`config.mk`:
```
export PLATFORM = sky130hd
export DESIGN_NAME = hex_frame_decoder
export DESIGN_NICKNAME = d
export VERILOG_FILES = /design/src/design/hfd_pkg.sv /design/src/design/hfd_frame_core.sv /design/src/design/hfd_out_reg.sv /design/src/design/hex_frame_decoder.sv
export VERILOG_INCLUDE_DIRS = /design/src /design/src/design
export SDC_FILE = /design/constraint.sdc
export NUM_CORES = 1
export LEC_CHECK = 0
export BUFFER_PORTS_ARGS = -buffer_cell sky130_fd_sc_hd__buf_2
export CORE_MARGIN = 4
export CORE_UTILIZATION = 40
export CTS_BUF_LIST = sky130_fd_sc_hd__clkbuf_8
export DETAILED_ROUTE_END_ITERATION = 16
export GPL_TIMING_DRIVEN = 0
export RECOVER_POWER = 100
export SLEW_MARGIN = 25
export SYNTH_ARGS = -nofsm -noshare
export SYNTH_HDL_FRONTEND = slang
export SYNTH_HIERARCHICAL = 1
export SYNTH_SLANG_ARGS = --single-unit
```
`constraint.sdc`:
```
create_clock -name i_clk -period 3.3 [get_ports i_clk]
set_input_delay 0.99 -clock i_clk [delete_from_list [all_inputs] [get_ports i_clk]]
set_output_delay 0.99 -clock i_clk [all_outputs]
set_load 0.02 [all_outputs]
```
`src/design/assert_macros.svh`:
```
// ----------------------------------------------------------------------------
// assert_macros.svh
// Assertion shorthands for the hex frame decoder. Each macro samples on the
// rising edge of i_clk and is disabled while i_rst_n is low.
// ----------------------------------------------------------------------------
`ifndef ASSERT_MACROS_SVH
`define ASSERT_MACROS_SVH

// The condition holds at every clock edge.
`define HFD_ASSERT_ALWAYS(lbl, cond, msg) \
    lbl: assert property (@(posedge i_clk) disable iff (!i_rst_n) (cond)) else $error(msg);

// The consequent holds at the same edge as the antecedent.
`define HFD_ASSERT_IMPL(lbl, ante, cons, msg) \
    lbl: assert property (@(posedge i_clk) disable iff (!i_rst_n) (ante) |-> (cons)) \
        else $error(msg);

// The consequent holds at the edge after the antecedent.
`define HFD_ASSERT_NEXT(lbl, ante, cons, msg) \
    lbl: assert property (@(posedge i_clk) disable iff (!i_rst_n) (ante) |=> (cons)) \
        else $error(msg);

`endif

```
`src/design/hfd_pkg.sv`:
```
// ----------------------------------------------------------------------------
// hfd_pkg
// Shared types, constants and the hex digit decode of the hex frame decoder.
// ----------------------------------------------------------------------------
package hfd_pkg;

    // Default digit counts of the frame header.
    localparam int HFD_ID_DIGITS     = 2;
    localparam int HFD_LENGTH_DIGITS = 6;

    // Field widths.
    localparam int CHAR_W = 8;
    localparam int ID_W   = 8;
    localparam int LEN_W  = 24;
    localparam int BYTE_W = 8;
    localparam int NIB_W  = 4;
    localparam int KIND_W = 2;
    localparam int TDATA_W = ID_W + LEN_W + BYTE_W + LEN_W;

    // ASCII codes bounding the accepted digit ranges.
    localparam logic [CHAR_W-1:0] ASCII_0 = 8'h30;
    localparam logic [CHAR_W-1:0] ASCII_9 = 8'h39;
    localparam logic [CHAR_W-1:0] ASCII_UA = 8'h41;
    localparam logic [CHAR_W-1:0] ASCII_UF = 8'h46;
    localparam logic [CHAR_W-1:0] ASCII_LA = 8'h61;
    localparam logic [CHAR_W-1:0] ASCII_LF = 8'h66;
    localparam logic [NIB_W-1:0]  NIB_TEN  = 4'hA;

    // Result kinds.
    typedef enum logic [KIND_W-1:0] {
        KIND_HEADER = 2'd0,
        KIND_BYTE   = 2'd1,
        KIND_BAD    = 2'd2
    } t_kind;

    // One result item.
    typedef struct packed {
        t_kind              kind;
        logic [ID_W-1:0]    command_id;
        logic [LEN_W-1:0]   payload_length;
        logic [BYTE_W-1:0]  data_byte;
        logic [LEN_W-1:0]   byte_index;
        logic               last;
    } t_result;

    // Decoded digit: valid is low for a character that is not a hex digit.
    typedef struct packed {
        logic             valid;
        logic [NIB_W-1:0] value;
    } t_nibble;

    // Decodes one ASCII character into a nibble, either case accepted.
    function automatic t_nibble hex_value(input logic [CHAR_W-1:0] c);
        t_nibble r;
        logic [CHAR_W-1:0] d;
        r = '0;
        d = '0;
        if (c >= ASCII_0 && c <= ASCII_9) begin
            d = c - ASCII_0;
            r.valid = 1'b1;
            r.value = d[NIB_W-1:0];
        end else if (c >= ASCII_UA && c <= ASCII_UF) begin
            d = c - ASCII_UA;
            r.valid = 1'b1;
            r.value = d[NIB_W-1:0] + NIB_TEN;
        end else if (c >= ASCII_LA && c <= ASCII_LF) begin
            d = c - ASCII_LA;
            r.valid = 1'b1;
            r.value = d[NIB_W-1:0] + NIB_TEN;
        end
        return r;
    endfunction

endpackage

```
`src/design/hfd_frame_core.sv`:
```
// ----------------------------------------------------------------------------
// hfd_frame_core
// Frame state and the per-character decode: header digit accumulation,
// payload nibble pairing, error detection and resynchronization.
// ----------------------------------------------------------------------------
module hfd_frame_core #(
    parameter int ID_DIGITS     = hfd_pkg::HFD_ID_DIGITS,
    parameter int LENGTH_DIGITS = hfd_pkg::HFD_LENGTH_DIGITS
) (
    input  logic                    i_clk,
    input  logic                    i_rst_n,
    input  logic                    i_valid,
    input  logic [hfd_pkg::CHAR_W-1:0] i_char,
    input  logic                    i_start,
    output logic                    o_res_valid,
    output hfd_pkg::t_result        o_res
);
    import hfd_pkg::*;

    localparam int HEADER_DIGITS = ID_DIGITS + LENGTH_DIGITS;
    localparam int POS_W         = $clog2(HEADER_DIGITS + 1);

    logic [POS_W-1:0]  r_pos, n_pos, b_pos;
    logic [ID_W-1:0]   r_id, n_id, b_id;
    logic [LEN_W-1:0]  r_len, n_len, b_len;
    logic [LEN_W-1:0]  r_count, n_count, b_count;
    logic [NIB_W-1:0]  r_high, n_high, b_high;
    logic              r_phase, n_phase, b_phase;
    logic              r_wait, n_wait;
    logic [LEN_W-1:0]  count_inc;
    t_nibble           nib;

    // Frame state registers.
    always_ff @(posedge i_clk) begin
        if (!i_rst_n) begin
            r_pos   <= '0;
            r_id    <= '0;
            r_len   <= '0;
            r_count <= '0;
            r_high  <= '0;
            r_phase <= 1'b0;
            r_wait  <= 1'b0;
        end else begin
            r_pos   <= n_pos;
            r_id    <= n_id;
            r_len   <= n_len;
            r_count <= n_count;
            r_high  <= n_high;
            r_phase <= n_phase;
            r_wait  <= n_wait;
        end
    end

    // A start flag clears the frame before the character is handled.
    always_comb begin
        b_pos   = i_start ? '0 : r_pos;
        b_id    = i_start ? '0 : r_id;
        b_len   = i_start ? '0 : r_len;
        b_count = i_start ? '0 : r_count;
        b_high  = i_start ? '0 : r_high;
        b_phase = i_start ? 1'b0 : r_phase;
        nib       = hex_value(i_char);
        count_inc = b_count + LEN_W'(1);
    end

    // Next state and result for one character.
    always_comb begin
        n_pos       = r_pos;
        n_id        = r_id;
        n_len       = r_len;
        n_count     = r_count;
        n_high      = r_high;
        n_phase     = r_phase;
        n_wait      = r_wait;
        o_res_valid = 1'b0;
        o_res       = '0;
        o_res.kind  = KIND_HEADER;

        if (i_valid && (i_start || !r_wait)) begin
            n_pos   = b_pos;
            n_id    = b_id;
            n_len   = b_len;
            n_count = b_count;
            n_high  = b_high;
            n_phase = b_phase;
            n_wait  = 1'b0;

            if (!nib.valid) begin
                // Bad character ends the frame and waits for the next start.
                o_res_valid          = 1'b1;
                o_res.kind           = KIND_BAD;
                o_res.command_id     = b_id;
                o_res.payload_length = b_len;
                o_res.byte_index     = b_count;
                o_res.last           = 1'b1;
                n_wait               = 1'b1;
            end else if (b_pos < POS_W'(HEADER_DIGITS)) begin
                // Header digit: shift into the id or the length.
                if (b_pos < POS_W'(ID_DIGITS)) begin
                    n_id = {b_id[ID_W-NIB_W-1:0], nib.value};
                end else begin
                    n_len = {b_len[LEN_W-NIB_W-1:0], nib.value};
                end
                n_pos = b_pos + POS_W'(1);
                if (n_pos == POS_W'(HEADER_DIGITS)) begin
                    o_res_valid          = 1'b1;
                    o_res.kind           = KIND_HEADER;
                    o_res.command_id     = n_id;
                    o_res.payload_length = n_len;
                    o_res.last           = (n_len == '0);
                    n_wait               = (n_len == '0);
                end
            end else if (!b_phase) begin
                // High nibble of a payload byte is held.
                n_high  = nib.value;
                n_phase = 1'b1;
            end else begin
                // Low nibble completes a payload byte.
                o_res_valid          = 1'b1;
                o_res.kind           = KIND_BYTE;
                o_res.command_id     = b_id;
                o_res.payload_length = b_len;
                o_res.data_byte      = {b_high, nib.value};
                o_res.byte_index     = b_count;
                o_res.last           = (count_inc == b_len);
                n_phase              = 1'b0;
                n_high               = '0;
                n_count              = count_inc;
                n_wait               = (count_inc == b_len);
            end
        end
    end

endmodule

```
`src/design/hfd_out_reg.sv`:
```
// ----------------------------------------------------------------------------
// hfd_out_reg
// Result register of the decoder: holds one result until the downstream
// side takes it, and reports whether a new result can be loaded.
// ----------------------------------------------------------------------------
module hfd_out_reg (
    input  logic             i_clk,
    input  logic             i_rst_n,
    input  logic             i_load,
    input  hfd_pkg::t_result i_res,
    input  logic             i_ready,
    output logic             o_valid,
    output hfd_pkg::t_result o_res,
    output logic             o_free
);
    import hfd_pkg::*;

    logic    r_valid;
    t_result r_res;

    // Free when empty or when the held result is taken this cycle.
    assign o_free = !r_valid || i_ready;

    // Valid flag.
    always_ff @(posedge i_clk) begin
        if (!i_rst_n) begin
            r_valid <= 1'b0;
        end else if (o_free) begin
            r_valid <= i_load;
        end
    end

    // Result payload.
    always_ff @(posedge i_clk) begin
        if (o_free && i_load) begin
            r_res <= i_res;
        end
    end

    assign o_valid = r_valid;
    assign o_res   = r_res;

endmodule

```
`src/design/hex_frame_decoder.sv`:
```
// ----------------------------------------------------------------------------
// hex_frame_decoder
// Deframes hex-text commands arriving one ASCII character per transfer.
// ----------------------------------------------------------------------------
// The decoder takes one character per clock cycle while s_axis_tready is high.
// A character is captured in an input register and decoded against the frame
// state once the result register is free. Any result it causes is loaded into
// the result register at the end of the decode cycle, so m_axis_tvalid comes
// from the result register, which follows the input register. Back
// pressure from the result side reaches s_axis_tready only when both the
// input register and the result register are occupied and the result is not
// being taken. A frame is the command id digits, the length digits and two
// digits per payload byte. The decoder produces a header result, one result
// per payload byte, and an error result for a non-hex character. A character
// flagged in s_axis_tuser starts a new frame.
// ----------------------------------------------------------------------------
`include "assert_macros.svh"

module hex_frame_decoder #(
    parameter int ID_DIGITS     = hfd_pkg::HFD_ID_DIGITS,
    parameter int LENGTH_DIGITS = hfd_pkg::HFD_LENGTH_DIGITS
) (
    input  logic                        i_clk,
    input  logic                        i_rst_n,
    // Character stream.
    input  logic                        s_axis_tvalid,
    output logic                        s_axis_tready,
    input  logic [hfd_pkg::CHAR_W-1:0]  s_axis_tdata,  // [7:0] char_in
    input  logic                        s_axis_tuser,  // [0] frame_start
    // Result stream.
    output logic                        m_axis_tvalid,
    input  logic                        m_axis_tready,
    // [7:0] command_id, [31:8] payload_length, [39:32] data_byte,
    // [63:40] byte_index
    output logic [hfd_pkg::TDATA_W-1:0] m_axis_tdata,
    output logic [hfd_pkg::KIND_W-1:0]  m_axis_tuser,  // [1:0] kind
    output logic                        m_axis_tlast
);
    import hfd_pkg::*;

    logic              r_in_valid;
    logic [CHAR_W-1:0] r_in_char;
    logic              r_in_start;
    logic              out_free;
    logic              advance;
    logic              res_valid;
    t_result           res;
    logic              out_valid;
    t_result           out_res;

    // The held character is decoded once the result register can take it.
    assign advance       = r_in_valid && out_free;
    assign s_axis_tready = !r_in_valid || out_free;

    // Input register valid flag.
    always_ff @(posedge i_clk) begin
        if (!i_rst_n) begin
            r_in_valid <= 1'b0;
        end else if (s_axis_tready) begin
            r_in_valid <= s_axis_tvalid;
        end
    end

    // Input register payload.
    always_ff @(posedge i_clk) begin
        if (s_axis_tready && s_axis_tvalid) begin
            r_in_char  <= s_axis_tdata;
            r_in_start <= s_axis_tuser;
        end
    end

    // Frame decode.
    hfd_frame_core #(
        .ID_DIGITS     (ID_DIGITS),
        .LENGTH_DIGITS (LENGTH_DIGITS)
    ) u_core (
        .i_clk       (i_clk),
        .i_rst_n     (i_rst_n),
        .i_valid     (advance),
        .i_char      (r_in_char),
        .i_start     (r_in_start),
        .o_res_valid (res_valid),
        .o_res       (res)
    );

    // Result register.
    hfd_out_reg u_out (
        .i_clk   (i_clk),
        .i_rst_n (i_rst_n),
        .i_load  (advance && res_valid),
        .i_res   (res),
        .i_ready (m_axis_tready),
        .o_valid (out_valid),
        .o_res   (out_res),
        .o_free  (out_free)
    );

    // Result stream packing.
    assign m_axis_tvalid = out_valid;
    assign m_axis_tdata  = {out_res.byte_index, out_res.data_byte,
                            out_res.payload_length, out_res.command_id};
    assign m_axis_tuser  = out_res.kind;
    assign m_axis_tlast  = out_res.last;

    // Checks on the decoder's own results and staging.
    `HFD_ASSERT_IMPL(a_bad_is_last, out_valid && out_res.kind == KIND_BAD, out_res.last, "error result without last")
    `HFD_ASSERT_IMPL(a_hdr_last_len, out_valid && out_res.kind == KIND_HEADER, out_res.last == (out_res.payload_length == '0), "header last does not match zero length")
    `HFD_ASSERT_IMPL(a_index_range, out_valid && out_res.kind == KIND_BYTE, out_res.byte_index < out_res.payload_length, "payload byte index beyond length")
    `HFD_ASSERT_NEXT(a_in_hold, r_in_valid && !out_free, r_in_valid && $stable(r_in_char) && $stable(r_in_start), "held character lost while result side stalled")

endmodule
```
==> results.json, run 1 <==
{
  "result_of_the_run": "completed",
  "gp_routability_congestion": 0.922,
  "yosys_warnings": 6,
  "peakVddDrop_v": 0.000213,
  "synth_top_cells_by_area": "edfxtp_1, dfxtp_1, nor2b_1",
  "flow.area_growth_from_synthesis_pct": 19.3,
  "yosysUniqueCellTypes": 78,
  "fin_worst_skew_ns": 0.0201,
  "fin_tns_setup_ns": 0,
  "worst_reg2reg_path_endpoint": "u_out/o_res[0]",
  "worstSetupEndpointType": "register",
  "muxShareOfSynthArea_pct": 0.424,
  "stdcell_count": 1128,
  "drive_above_1_share_pct": 15.0,
  "achievable-frequency_mhz": 307,
  "synth-seq-area-share_pct": 49.3,
  "portBuffers": 81,
  "finalHoldViolCount": 0,
  "synth_flop_cell": "edfxtp_1",
  "synth_common_cells": "edfxtp_1, dfxtp_1, nor2_1",
  "rr_worst_depth": 14,
  "initialDrtViolationCount": 666,
  "cts_root_buf": "clkbuf_8",
  "design.die.area_mm2": 0.0207,
  "max_cap_viol_count": 0,
  "cp_data_required_time_ns": 3.62,
  "async_reset_ff_share_pct": 0,
  "ff_latch_area_mm2": 0.00364,
  "via_count_of_the_first_global_routing_pass": 5975,
  "cts_tree": "yes",
  "route.detailed.vias_per_inst": 5.84,
  "drt.antenna.violating_nets": 0,
  "grt_remaining_overflow": 0,
  "regToRegSetupSlack_ns": 0.04,
  "clock_latency_on_the_worst_skew_pair_ns": 0.46,
  "rr_startpoint": "r_in_start",
  "grt_start_max_net_pins": 18,
  "hold_class": "register to register",
  "hpwl_um": 15700,
  "clock_sinks": 144,
  "maxSlewHeadroom_pct": 46.8,
  "worst_ep_arrival_time_ns": 3.57,
  "cts_hold_buf": 0,
  "power_density_mw_per_mm2": 391,
  "path_clk_slew_ns": 0.08,
  "yosys.area_share.xor_xnor_pct": 3.68,
  "synth_area_per_cell_um2": 9.78,
  "final_min_period_over_clock_period_pct": 98.7,
  "firstDrtPassIters": 5,
  "main_combinational_cell_family_by_area_after_synthesis": "simple AND/OR/NAND/NOR gates",
  "global_route_wire_length_before_repair_um": 35500,
  "synth_fa_ha_area_share_pct": 1.36,
  "synth_top_area_share_pct": 30.9,
  "rsz0062_at_grt": "yes",
  "design.portCount": 82,
  "synth_simple_gate_area_share_pct": 24.0,
  "antenna_found_initial": 0,
  "synth.most_common_cell": "edfxtp_1",
  "multiInputGateArea_mm2": 0.00363,
  "critPathLaunch": "r_in_start",
  "power.leakage_nw": 2.88,
  "placed_cells": 1065,
  "initial_core_util_pct": 40.8,
  "via_count": 6585,
  "synthesis.area_mm2": 0.00738,
  "post-synth-top-area-cell": "edfxtp_1",
  "track_usage_pct": 22.8,
  "drc": 0,
  "num_antenna_cells": 0,
  "synth_compound_gate_area_share_pct": 17.4,
  "finalSetupViolCount": 0,
  "n_fill_cell": 1760,
  "wl_per_cell_um": 20.5,
  "critical_path.startpoint_type": "register",
  "finalCriticalPeriod_ns": 3.26,
  "final_nets": 907,
  "wirelength_um": 23200,
  "max_slew_violation_count": 0,
  "setup_ws_ns": 0.0431,
  "synthesized_netlist_net_count": 776,
  "pre_cts_ws_ns": -1.11,
  "postSynthRegisterBits": 144,
  "clock_tree.htree_level_count": 4,
  "worst-setup-path-type": "register to register",
  "totalPowerFinal_mw": 3.44,
  "rows": 49,
  "cts_max_path_buffers": 2,
  "chipWidth_um": 144,
  "post_synth_inst_count": 755,
  "max_slew.worst_pin.slew_ns": 0.793,
  "standard_cell_core_area_mm2": 0.0181,
  "synth_enable_flop_cells": 76,
  "cts_made_buffers": 17,
  "termination_of_the_worst_setup_path": "u_out/o_res[0]",
  "die_h_um": 144,
  "crit_path_max_fanout": 5
}
what timing repair did:
action	in CTS	in global routing
setup endpoints to repair	118	67
endpoints found under the hold margin	0	0
cloned	3	0
buffers inserted	19	9
pin swaps	10	2
resized for setup	27	19
power by group:
part           internal, mW  switching (mW)
Clock                 0.589           0.710
Sequential             1.90          0.0114
Combinational        0.0697           0.163
critical path: stages (launching register included):
cell	delay, ns
edfxtp_1	0.45
buf_6	0.16
buf_12	0.12
clkbuf_16	0.15
buf_12	0.12
nor2b_4	0.13
ha_4	0.17
nand3_4	0.11
or4_4	0.48
nor3_4	0.20
xnor2_2	0.11
a2111oi_2	0.36
a41o_1	0.27
a31oi_4	0.14
nor2_1	0.13
layer usage:
metal	wire length (um)	vias up	track usage, %
met3	2190	55	6.26
met5	0	-	0
met4	814	0	10.2
met2	9760	341	31.3
met1	10400	3133	33.2
li1	-	3056	-
sequential cells by signal, indices dropped and copies added (netlist names):
register,flops
u_core/r_wait,1
r_in_start,1
u_out/o_valid,1
u_core/r_phase,1
r_in_char,8
u_out/o_res,67
u_core/r_pos,4
u_core/r_id,8
u_core/r_count,24
u_core/r_len,24
u_core/r_high,4
r_in_valid,1
worst min-delay path by stage:
stage | start | to | cells after the start
after floorplan | u_core/r_wait | u_core/r_wait | 2
after global placement | u_core/r_wait | u_core/r_wait | 2
after detailed placement | u_core/r_wait | u_core/r_wait | 2
after CTS | u_core/r_wait | u_core/r_wait | 2
after global routing | u_core/r_wait | u_core/r_wait | 2
final | u_core/r_wait | u_core/r_wait | 2
final cells by class:
class / instances / share of cell area, %
Buffer: 62 / 3.76
Clock buffer: 17 / 2.66
Clock inverter: 15 / 1.39
Inverter: 8 / 0.384
Multi-Input combinational cell: 544 / 41.2
Sequential cell: 144 / 41.4
Tap cell: 229 / 3.25
Timing Repair Buffer: 109 / 6.01
stage by stage:
step	utilization (%)	instance area (um2)	hold WS (ns)
after floorplan	-	7410	0.447
after global placement	44.8	8100	0.461
after detailed placement	44.8	8100	0.468
after CTS	48.3	8740	0.479
after global routing	48.7	8810	0.523
final	48.7	8810	0.485
logic make-up after synthesis:
logic type / after synthesis
AOI/OAI and AO/OA: 190
adders and majority gates: 8
and+or+nand+nor: 309
buffers and inverters: 70
muxes: 3
DFF: 144
xor gates and xnor gates: 31
cells in the final DEF, fill, tap and decap left out, types with 7 or more instances in the layout:
cell	n
ha_1	7
buf_4	29
nor2_1	55
a21boi_0	12
nand4_1	11
inv_1	9
buf_2	25
a22o_1	17
nor2b_1	46
and2_1	20
edfxtp_1	76
dfxtp_1	68
clkbuf_1	106
nor4_1	9
nand3_1	20
xnor2_1	23
and3_1	26
o21ai_0	38
a21oi_1	36
nand2_1	40
nor3_1	23
a22oi_1	39
clkbuf_8	17
Note: power is estimated with default switching activity, not from simulation.
==> run 2, diff against run 1 <==
--- a/config.mk
+++ b/config.mk
@@ -12,6 +12,7 @@
 export CTS_BUF_LIST = sky130_fd_sc_hd__clkbuf_8
 export DETAILED_ROUTE_END_ITERATION = 16
 export GPL_TIMING_DRIVEN = 0
+export PLACE_DENSITY_LB_ADDON = 0.15
 export RECOVER_POWER = 100
 export SLEW_MARGIN = 25
 export SYNTH_ARGS = -nofsm -noshare
==> run 2 against run 1 <==
  * The flow now finishes with violations (setup timing)
  * Routed wire length up 6.9%
  * Sequential share of layout area barely moved
  * Sequential power is essentially flat
  * Clock power hardly changed
  * First-iteration DRC count is 30% higher
  * Clock skew shrank 0.0027 ns
  * Highest routed layer unchanged
  * Die area did not move
==> results.json, run 2 (synthesis results as in run 1) <==
{
  "fin_tns_setup_ns": -1.99,
  "worst_ep_arrival_time_ns": 3.51,
  "initial_core_util_pct": 40.8,
  "mostFrequentLayoutCell": "clkbuf_1",
  "setup_ws_ns": -0.0578,
  "design.die.area_mm2": 0.0207,
  "track_usage_pct": 24.0,
  "stdcell_count": 1128,
  "rr_worst_depth": 13,
  "drc": 0,
  "standard_cell_core_area_mm2": 0.0181,
  "worstSetupEndpointType": "register",
  "worst_reg2reg_path_endpoint": "u_out/o_res[0]",
  "maxSlewHeadroom_pct": 39.3,
  "final_nets": 907,
  "regToRegSetupSlack_ns": -0.04,
  "timing.hold.worst_path_depth": 2,
  "final_min_period_over_clock_period_pct": 102,
  "peakVddDrop_v": 0.000229,
  "largest_reg_flops": 67,
  "route.detailed.vias_per_inst": 5.91,
  "crit_path_max_fanout": 16,
  "die_h_um": 144,
  "firstDrtPassIters": 6,
  "hpwl_um": 16800,
  "grt_remaining_overflow": 0,
  "clock_latency_on_the_worst_skew_pair_ns": 0.47,
  "global_route_wire_length_before_repair_um": 37100,
  "max_slew_violation_count": 0,
  "via_count": 6670,
  "finalHoldViolCount": 0,
  "power.leakage_nw": 2.88,
  "rr_startpoint": "r_in_start",
  "cts_max_path_buffers": 2,
  "rsz0062_at_grt": "yes",
  "cp_data_required_time_ns": 3.45,
  "finalSetupViolCount": 61,
  "max_slew.worst_pin.slew_ns": 0.904,
  "drt.antenna.violating_nets": 0,
  "finalCriticalPeriod_ns": 3.36,
  "achievable-frequency_mhz": 298,
  "antenna_found_initial": 0,
  "via_count_of_the_first_global_routing_pass": 6173,
  "worst-setup-path-type": "input port to register",
  "grt_start_max_net_pins": 18,
  "worstHoldEndpoint": "u_core/r_wait",
  "hold_class": "register to register",
  "violations_in_the_final_reports": "setup timing",
  "n_fill_cell": 1739,
  "portBuffers": 81,
  "cts_hold_buf": 0,
  "clock_sinks": 144,
  "rows": 49,
  "num_antenna_cells": 0,
  "initialDrtViolationCount": 864,
  "wirelength_um": 24800,
  "path_clk_slew_ns": 0.08,
  "layout.cells.most_common_list": "clkbuf_1, edfxtp_1, dfxtp_1",
  "clock_tree.htree_level_count": 4,
  "cts_tree": "yes",
  "flow.area_growth_from_synthesis_pct": 19.2,
  "max_cap_viol_count": 0,
  "gp_routability_congestion": 0.928,
  "result_of_the_run": "finished with violations",
  "drive_above_1_share_pct": 14.9,
  "power_density_mw_per_mm2": 394,
  "min_from": "u_core/r_wait",
  "placed_cells": 1065,
  "chipWidth_um": 144,
  "cts_made_buffers": 17,
  "wl_per_cell_um": 22.0,
  "critical_path.startpoint_type": "input port",
  "design.portCount": 82,
  "fin_worst_skew_ns": 0.0174,
  "cts_root_buf": "clkbuf_8"
}
==> run 2: cell types whose count changed in the layout (fill, tap and decap cells not counted), sizes merged <==
cell	previous run	this run
clkinv	10	9
inv	10	11
clkbuf	125	124
and2	26	27
==> run 2: critical path, stage by stage <==
cell      delay [ns]
buf_2           0.07
nand2b_4        0.20
and2_2          0.22
o21ai_0         0.31
clkbuf_4        0.34
clkbuf_2        0.24
a31oi_1         0.35
and3_2          0.39
and2_4          0.37
==> run 2: final cells by class <==
type | count | area, um2 | area share, %
sequential | 144 | 3640 | 41.4
clock inverter | 15 | 121 | 1.38
multi-input combinational | 545 | 3610 | 41.1
inverter | 8 | 30.0 | 0.341
buffer | 61 | 317 | 3.60
timing repair buffer | 109 | 556 | 6.31
clock buffer | 17 | 234 | 2.66
tap | 229 | 287 | 3.26
==> run 2: what timing repair did <==
item                                    in CTS  in global routing
endpoints found under the setup margin     119                113
setup buffers                               17                 11
gates cloned                                 3                  1
gates resized for setup                     34                 13
pin swaps                                   13                  9
==> run 2: how the worst max path moves through the flow <==
stage / from / to / cells past startpoint
2_1_floorplan: r_in_start / u_out/o_res[0] / 14
3_3_place_gp: r_in_start / u_out/o_res[0] / 14
3_5_place_dp: r_in_start / u_out/o_res[0] / 14
4_1_cts: r_in_start / u_out/o_res[0] / 14
5_1_grt: r_in_start / u_out/o_res[0] / 13
6_report: m_axis_tready / u_out/o_res[39] / 9
==> run 2: report_power, final <==
group / total (mW) / internal, mW / switching, mW / leakage (nW)
logic: 0.243 / 0.0739 / 0.169 / 1.52
registers: 1.91 / 1.90 / 0.0116 / 1.17
clock network: 1.31 / 0.589 / 0.723 / 0.188
total: 3.47 / 2.56 / 0.903 / 2.88
==> run 2: stage by stage <==
step / utilization [%] / power (mW) / area, um2 / setup WS (ns) / hold WS, ns
floorplan: - / 2.08 / 7410 / 0.00585 / 0.447
global placement: 44.8 / 2.16 / 8100 / -1.28 / 0.462
detailed placement: 44.8 / 2.16 / 8100 / -1.31 / 0.471
CTS: 48.6 / 3.48 / 8790 / -0.0177 / 0.482
global route: 48.7 / 3.58 / 8800 / -0.112 / 0.510
finish: 48.7 / 3.47 / 8800 / -0.0578 / 0.487
==> run 2: layer usage <==
metal	global-route usage (%)	wire length [um]
met3	4.26	1940
met1	35.1	11400
met4	8.42	642
met5	0	0
met2	35.7	10800
==> run 3, diff against run 2 <==
--- a/config.mk
+++ b/config.mk
@@ -12,7 +12,8 @@
 export CTS_BUF_LIST = sky130_fd_sc_hd__clkbuf_8
 export DETAILED_ROUTE_END_ITERATION = 16
 export GPL_TIMING_DRIVEN = 0
-export PLACE_DENSITY_LB_ADDON = 0.15
+export MAX_ROUTING_LAYER = met4
+export PLACE_DENSITY = 0.72
 export RECOVER_POWER = 100
 export SLEW_MARGIN = 25
 export SYNTH_ARGS = -nofsm -noshare
==> run 3 against run 2 <==
  * Highest routed layer unchanged
  * The flow still finishes with violations (setup timing)
  * Critical path type is now register to register
  * Routed wire length is 6.4% lower
  * Combinational power is 7% lower
  * Design area is 1.1% lower
==> results.json, run 3 (synthesis results as in run 1) <==
{
  "result_of_the_run": "finished with violations",
  "violations_in_the_final_reports": "setup timing",
  "cts_made_buffers": 17,
  "initial_core_util_pct": 40.8,
  "antenna_found_initial": 0,
  "finalSetupViolCount": 61,
  "maxSlewHeadroom_pct": 31.1,
  "layout.cells.most_common_list": "clkbuf_1, edfxtp_1, dfxtp_1",
  "totalPowerFinal_mw": 3.50,
  "path_depth": 9,
  "slowest_stage": "and3_1",
  "fin_tns_setup_ns": -3.49,
  "cts_max_path_buffers": 2,
  "crit_family": "simple AND/OR/NAND/NOR gates",
  "max_slew.worst_pin.slew_ns": 1.02,
  "worst_reg2reg_path_endpoint": "u_out/o_res[50]",
  "initialDrtViolationCount": 983,
  "design.die.area_mm2": 0.0207,
  "drive_above_1_share_pct": 13.7,
  "drt.antenna.violating_nets": 0,
  "hpwl_um": 15500,
  "regToRegSetupSlack_ns": -0.09,
  "portBuffers": 81,
  "via_count_of_the_first_global_routing_pass": 6114,
  "gp_routability_congestion": 0.957,
  "drc": 0,
  "clock_tree.htree_level_count": 4,
  "achievable-frequency_mhz": 295,
  "rsz0062_at_grt": "yes",
  "wirelength_um": 23200,
  "hold_class": "register to register",
  "track_usage_pct": 22.9,
  "clock_sinks": 144,
  "final_nets": 901,
  "rr_worst_depth": 9,
  "placed_cells": 1065,
  "cp_data_required_time_ns": 3.43,
  "termination_of_the_worst_setup_path": "u_out/o_res[50]",
  "standard_cell_core_area_mm2": 0.0181,
  "via_count": 6644,
  "worstSetupEndpointType": "register",
  "cts_hold_buf": 0,
  "wl_per_cell_um": 20.7,
  "firstDrtPassIters": 7,
  "crit_path_max_fanout": 17,
  "path_clk_slew_ns": 0.08,
  "setup_ws_ns": -0.0907,
  "critPathLaunch": "r_in_start",
  "grt_remaining_overflow": 0,
  "stdcell_count": 1122,
  "layout.core_utilization_pct": 48.1,
  "max_cap_viol_count": 0,
  "grt_start_max_net_pins": 35,
  "die_h_um": 144,
  "num_antenna_cells": 0,
  "critical_path.startpoint_type": "register",
  "finalCriticalPeriod_ns": 3.39,
  "flow.area_growth_from_synthesis_pct": 17.9,
  "route.detailed.vias_per_inst": 5.92,
  "fin_worst_skew_ns": 0.0144,
  "cts_root_buf": "clkbuf_8",
  "clock_latency_on_the_worst_skew_pair_ns": 0.46,
  "max_stage_delay_ns": 0.44,
  "finalHoldViolCount": 0,
  "rr_startpoint": "r_in_start",
  "worst-path-buf-inv": 3,
  "peakVddDrop_v": 0.000223,
  "global_route_wire_length_before_repair_um": 35200,
  "critical_path.cell_chain": "buf_6, buf_4, clkinv_1, nand2_1, ha_1, nand4b_1, a31oi_1, and3_1, and2_4",
  "design.portCount": 82,
  "power_density_mw_per_mm2": 402,
  "worst-setup-path-type": "register to register",
  "rows": 49,
  "chipWidth_um": 144,
  "pre_cts_ws_ns": -0.961,
  "final_min_period_over_clock_period_pct": 103,
  "mostFrequentLayoutCell": "clkbuf_1",
  "cts_tree": "yes",
  "largest_reg_flops": 67,
  "max_slew_violation_count": 0,
  "worst_ep_arrival_time_ns": 3.52,
  "power.leakage_nw": 2.83
}
-- run 3: changes by cell type in the layout (fill, tap and decap cells not counted), sizes merged --
cell	previous run	this run
inv	11	10
buf	63	53
bufinv	1	2
clkbuf	124	129
and2	27	26
-- run 3: worst min-delay path by stage --
stage / endpoint / slack [ns] / depth (start not counted) / from
floorplan: u_core/r_wait / 0.45 / 2 / u_core/r_wait
global placement: u_core/r_wait / 0.47 / 2 / u_core/r_wait
detailed placement: u_core/r_wait / 0.48 / 2 / u_core/r_wait
CTS: u_core/r_wait / 0.49 / 2 / u_core/r_wait
global route: u_core/r_wait / 0.50 / 2 / u_core/r_wait
finish: u_core/r_wait / 0.50 / 2 / u_core/r_wait
-- run 3: stage by stage --
stage / cell area [um2] / hold slack [ns]
6_report: 8700 / 0.501
5_1_grt: 8700 / 0.504
4_1_cts: 8650 / 0.491
3_5_place_dp: 8100 / 0.479
3_3_place_gp: 8100 / 0.467
2_1_floorplan: 7410 / 0.447
-- run 3: power by group --
| part | leakage, nW | internal [mW] | switching (mW) |
|---|---|---|---|
| Combinational | 1.47 | 0.0658 | 0.161 |
| Sequential | 1.17 | 1.90 | 0.0116 |
| Clock | 0.192 | 0.665 | 0.698 |
-- run 3: layer usage --
| layer | GRT usage (%) | share of wire, % |
|---|---|---|
| met1 | 31.7 | 43 |
| met2 | 33.3 | 44 |
| met3 | 4.39 | 10 |
| met4 | 8.42 | 2.5 |
| met5 | - | 0 |
-- run 3: layout make-up --
| cell class | count | area (um2) |
|---|---|---|
| plain buffers | 62 | 312 |
| clock buffers | 17 | 234 |
| clock inverters | 15 | 145 |
| fillers | 1728 | 9380 |
| inverters | 8 | 30.0 |
| multi-input cells | 544 | 3570 |
| flip-flops and latches | 144 | 3640 |
| well taps | 229 | 287 |
| repair buffers | 103 | 484 |
-- run 3: worst min-delay path: stages, from the launching register on --
cell,delay (ns)
dfxtp_1,0.33
nand3_1,0.06
o21ai_1,0.06
-- run 3: repair_timing --
action                     in CTS  in global routing
hold endpoints to repair        0                  0
gates resized for setup        22                 19
setup buffers                   9                 13
cloned                          2                  1
setup endpoints to repair     102                 90
pin swaps                       6                 13
